File: src/assert_macros.svh
// assertion macros used by the rtl top level
`ifndef ASSERT_MACROS_SVH
`define ASSERT_MACROS_SVH

// property that holds at every clock edge outside reset
`define BSM_ASSERT(lbl, prop) \
	lbl: assert property (@(posedge clk) disable iff (!arst_n) (prop)) \
		else $error("assertion failed");

// antecedent implies consequent on the next edge
`define BSM_ASSERT_NEXT(lbl, ante, cons) \
	lbl: assert property (@(posedge clk) disable iff (!arst_n) (ante) |=> (cons)) \
		else $error("assertion failed");

`endif

File: src/bsm_divider.sv
// iterative restoring divider on unsigned magnitudes
`default_nettype none
module bsm_divider #(
	parameter int W = 31
) (
	input  wire logic clk,
	input  wire logic arst_n,
	input  wire logic start,
	input  wire logic [W-1:0] dividend,
	input  wire logic [W-1:0] divisor,
	output logic done,
	output logic [W-1:0] quotient,
	output logic [W-1:0] remainder
);
	localparam int CNTW = $clog2(W + 1);

	logic [CNTW-1:0] cnt_q;
	logic busy_q;
	logic [W-1:0] dv_q;
	logic [W:0] sh;
	logic take;

	assign sh = {remainder, quotient[W-1]};
	assign take = sh >= {1'b0, dv_q};

	always_ff @(posedge clk or negedge arst_n) begin
		if (!arst_n) begin
			busy_q <= 1'b0;
			done <= 1'b0;
			cnt_q <= '0;
		end else begin
			done <= busy_q && (cnt_q == CNTW'(1));
			if (start) begin
				busy_q <= 1'b1;
				cnt_q <= CNTW'(W);
			end else if (busy_q) begin
				cnt_q <= cnt_q - CNTW'(1);
				if (cnt_q == CNTW'(1)) begin
					busy_q <= 1'b0;
				end
			end
		end
	end

	always_ff @(posedge clk) begin
		if (start) begin
			remainder <= '0;
			quotient <= dividend;
			dv_q <= divisor;
		end else if (busy_q) begin
			remainder <= take ? W'(sh - {1'b0, dv_q}) : sh[W-1:0];
			quotient <= {quotient[W-2:0], take};
		end
	end
endmodule
`default_nettype wire

File: config.mk
export PLATFORM = sky130hd
export DESIGN_NAME = bsm_divider
export DESIGN_NICKNAME = d
export VERILOG_FILES = /design/src/assert_macros.svh /design/src/bsm_divider.sv
export SDC_FILE = /design/constraint.sdc
export NUM_CORES = 1
export LEC_CHECK = 0
export ABC_AREA = 1
export BUFFER_PORTS_ARGS = -buffer_cell sky130_fd_sc_hd__buf_2
export CAP_MARGIN = 25
export CELL_PAD_IN_SITES_DETAIL_PLACEMENT = 0
export CELL_PAD_IN_SITES_GLOBAL_PLACEMENT = 1
export CORE_UTILIZATION = 40
export DETAILED_ROUTE_END_ITERATION = 16
export PLACE_DENSITY_LB_ADDON = 0.15
export SLEW_MARGIN = 15
export SYNTH_ARGS = -nofsm -noshare
export SYNTH_HDL_FRONTEND = slang
export SYNTH_SLANG_ARGS = --single-unit
export TNS_END_PERCENT = 50
File: constraint.sdc
create_clock -name clk -period 2.3 [get_ports clk]
set_input_delay 0.345 -clock clk [delete_from_list [all_inputs] [get_ports clk]]
set_output_delay 0.345 -clock clk [all_outputs]
set_load 0.01 [all_outputs]
### Yosys cells after proc, flatten, opt, wreduce, memory -nomap -nowiden

Cells that the tools add are included.

| word-level totals | value |
|---|---|
| output and inout port bits | 63 |
| input port bits | 65 |
| register bits after elaboration | 100 |

| operators by class | value |
|---|---|
| reductions and logical operators | 2 |
| muxes and demuxes | 8 |
| eq/ne operators | 1 |
| order comparisons | 1 |
| add/sub/neg operators | 2 |

Operator list:

| cell | count |
|---|---|
| 31-bit 2-to-1 mux | 3 |
| 32-bit by 31-bit >= comparator with 1-bit output | 1 |
| 31-bit subtractor | 1 |
| 5-bit 2-to-1 mux | 2 |
| 5-bit by 1-bit equality test with 1-bit output, second input constant | 1 |
| 5-bit by 1-bit subtractor with 5-bit output, second input constant | 1 |
| 1-bit 2-to-1 mux | 3 |
| 2-bit nonzero test | 1 |
| 1-bit logical AND | 1 |

### Logic depth before layout (Yosys ltp)

| depth | value |
|---|---|
| depth after elaboration | 4 |
| depth in mapped cells | 17 |

### Worst setup path after synthesis

OpenSTA, ideal clock, no wires.

| timing path | value |
|---|---|
| path kind | input to register |
| from | input port start |
| to | register quotient[0], enable pin |
| stages | 4 |
| path buffers | 2 |
| required time | 1.892 ns |
| path slack | 0.018 ns |
| setup time | 0.408 ns |
| data arrival time | 1.874 ns |
| cell sequence | clkbuf_1 nor2_1 inv_1 clkbuf_1 |

| between the ends | value |
|---|---|
| cells in the longest elaborated chain, start to end | 1 |

RTL lines:

| element | line | source |
|---|---|---|
| from (decl) | bsm_divider.sv:8 | `input wire logic start,` |
| 2-bit nonzero test (no source line) | n/a |  |
| to (signal assigned) | bsm_divider.sv:48 | `quotient <= dividend;` |
| to (signal assigned) | bsm_divider.sv:52 | `quotient <= {quotient[W-2:0], take};` |
| to (decl) | bsm_divider.sv:12 | `output logic [W-1:0] quotient,` |

Every way passes these cells.
A chain may end at the register's enable or synchronous reset.

### Worst setup path in the final report

| timing path | value |
|---|---|
| from | register quotient[30] |
| to | register remainder[9] |

| between the ends | value |
|---|---|
| cells in the longest elaborated chain, start to end | 2 |
| elaborated cells on any way between the ends | 3 |
| those cells by class | add/sub: 1; order compare: 1; mux: 1 |

RTL lines:

| element | line | source |
|---|---|---|
| 31-bit subtractor or 32-bit by 31-bit >= comparator with 1-bit output (tied branches) | bsm_divider.sv:51, bsm_divider.sv:24 |  |
| 31-bit 2-to-1 mux * | bsm_divider.sv:51 | `remainder <= take ? W'(sh - {1'b0, dv_q}) : sh[W-1:0];` |
| to (signal assigned) | bsm_divider.sv:51 |  |
| to (decl) | bsm_divider.sv:13 | `output logic [W-1:0] remainder` |

Mark *: on every way between the ends. The rest lies on a longest branch, timed or not.

==> run metrics <==
Cells after Synth 971; Final Max Tran Viols 0; area of the multi-input gates 0.00328 sq mm; Worst Hold Depth 1; Crit path buffers/inverters 3; most common cell in the netlist nand2_1; skew final 0.0184 ns; Synth Area in Compound Gates 3.12%; Synth area leaders edfxtp_1 28%, nand2_1 23%, inv_1 10%; Synth Flop Type edfxtp_1; TritonCTS Buffers 9; CTS tree built; diode count 0; P_sw 4290 uW; Max H-tree Level 3; CP Capture Type register; die outline height 132 um; initial antenna violation count 0; # fillers 1,755; total power 9400 uW; Worst R2R Path Depth 16; Sw Share 45.6%; core area 0.0165 sq mm; drt drc 0; Crit path depth 16; CTS sink cnt 100; CP delay by family, top simple AND/OR/NAND/NOR gates; share of layout cells above drive strength 1 17.8%; Post-Synth Simple-Gate Area 36.8%; first-pass GRT wire length 28,800 um; vias in the first global route 5,762; syn nets 1,070; Synth warnings 0; FP Rows 47; die area 0.0174 sq mm; first-pass detailed-route iteration total 5; #FFs+latches synth 100; f_max 0.465 GHz; Post-synth top cells 405 x nand2_1, 179 x inv_1, 72 x nand3_1; synthesized-area fraction occupied by xor and xnor cells 1.95%; Final setup viols 0; VDD IR-drop max 0.429 mV; relative slew slack 62.8%; fin area 0.00805 sq mm; pre-CTS setup slack 0.0497 ns; cell area after placement 0.00765 sq mm; total vias in the final route 6,056; sequential power share 27.3%; Routed Antenna Nets 0; clk buf depth 2; Power Dens Cells 1170 mW/mm^2; Syn Std Cell Area 0.00674 sq mm; Critical Path Max Stage Delay 0.37 ns; startpoint types register; WP data arrival 2.38 ns; Initial DRC Count 375; cell taking the most area after synthesis edfxtp_1; P&R area growth vs syn 19.3%; Final period util 93.6%; WL/cell 13.4 um; final net count 1,204; largest family of logic cells by synthesized area simple AND/OR/NAND/NOR gates; DRT Wirelength 17,800 um; clock network latency to the later pin of the worst-skew pair 0.37 ns; GR Util All Layers 20.9%; Initial Utilization 40.8%; Max-Cap Viols 0; multiplexer share of the synthesized area 0%; endpoints failing hold 0; asr flop ratio synth 7.00%; Reg area 0.00266 sq mm; Pint 5110 uW; GPL Wtd Cong 0.869; CP max FO 8; CP Cell Sequence inv_1 > ha_2 > fa_2 > inv_2 > nand2_1 > nand2_1 > nand3_1 > nand2_2 > nand2_2 > nand3_2 > nand2_4 > nand2_8 > clkbuf_16 > nand2_1 > nand3_1 > o21ai_1; largest net degree at the start of global routing 43; top-level I/O count 128; sequential area share after synthesis 39.4%; Pleak 0.00451 uW; Hold Crit Class in -> reg; Clock Tree Root clkbuf_16; Setup Crit Path Kind reg -> reg; grt ovf 0; slowest CP cell fa_2; Post-Synth Adder-Cell Area 6.42%; status complete, no violations; I/O Buffers 127; post-synth cell types 39; number of synthesized flops with an enable pin 62; Worst-path clk slew 0.08 ns; Required @ worst endpoint 2.53 ns; smallest setup slack after layout 0.147 ns; post-synth top area share 27.6%; min cycle time layout 2.15 ns; clock share of power 16.1%; Worst-Margin Slew 0.558 ns; Gate power share 56.6%; CP dominant cell by count nand2_1; die boundary width 132 um; Via density 4.55; Post-Syn Area per Cell 6.95 sq um; hpwl dp 13,300 um
-- cell families (layout without fill, tap and decap cells) --
family                   after synthesis  after routing
AO/OA/AOI/OAI                         38             38
XOR/XNOR                              15             15
adder cells (fa/ha/maj)               34             34
buffers and inverters                209            348
flip-flops                           100            100
AND/OR/NAND/NOR                      575            575
-- layout by cell type (no fill, tap or decap), types with 6 or more instances in the layout --
cell type	instances
a21oi_1	14
buf_2	127
buf_4	11
clkbuf_16	11
dfrtp_1	7
dfxtp_1	31
edfxtp_1	62
ha_1	32
inv_1	178
inv_2	8
nand2_1	405
nand2_2	6
nand3_1	72
nand3_2	7
nand3b_1	16
nand4_1	6
nor2_1	40
o21ai_1	12
xnor2_1	12
-- routing by layer --
metal | vias up | wire (um) | track usage, %
met5 | - | 0 | 0
met2 | 134 | 7860 | 32.8
met1 | 2657 | 8670 | 28.6
li1 | 3247 | - | -
met4 | 0 | 257 | 4.72
met3 | 18 | 992 | 5.57
-- area by class of cell --
cell class	instances	share of cell area, %
multi-input cells	662	40.8
flip-flops and latches	100	33.0
repair buffers	145	10.6
inverters	187	8.72
well taps	220	3.42
clock buffers	10	2.85
clock inverters	6	0.653
-- path summary, 6_finish.rpt --
| kind | from | to | slack [ns] |
|---|---|---|---|
| max | quotient[30] | remainder[9] | 0.15 |
| min | divisor[19] | dv_q[19] | 0.15 |
| max reg2reg | quotient[30] | remainder[9] | 0.15 |
| min reg2reg | remainder[12] | remainder[12] | 0.48 |
| max in group asynchronous | arst_n | cnt_q[1] | 1.79 |
| min in group asynchronous | arst_n | done | 0.36 |
-- power groups by stage --
stage	sequential (uW)	combinational [uW]	clock, uW
after floorplan	2690	3580	0
after global placement	2600	5040	0
after detailed placement	2590	5040	0
after CTS	2570	5070	1560
after global routing	2620	6010	1630
final	2560	5320	1520
-- state kept, by name, indices dropped and copies added, names as in the netlist --
signal     cells
quotient      31
dv_q          31
done           1
remainder     31
busy_q         1
cnt_q          5
-- timing repair --
item / 4_1_cts / 5_1_grt
setup buffers: 0 / 2
endpoints found under the hold margin: 7 / 0
hold buffers: 1 / 0
endpoints found under the setup margin: 0 / 32
gates resized for setup: 0 / 6
-- metrics by stage --
step                cells  TNS, ns  hold slack (ns)  utilization, %
detailed placement   1308        0            0.186            46.3
global placement     1308        0            0.187            46.3
finish               1330        0            0.149            48.7
CTS                  1325        0            0.140            48.1
global route         1330   -0.137            0.137            48.7
floorplan             971        0           0.0494               -
Note: power is estimated with default switching activity, not from simulation.
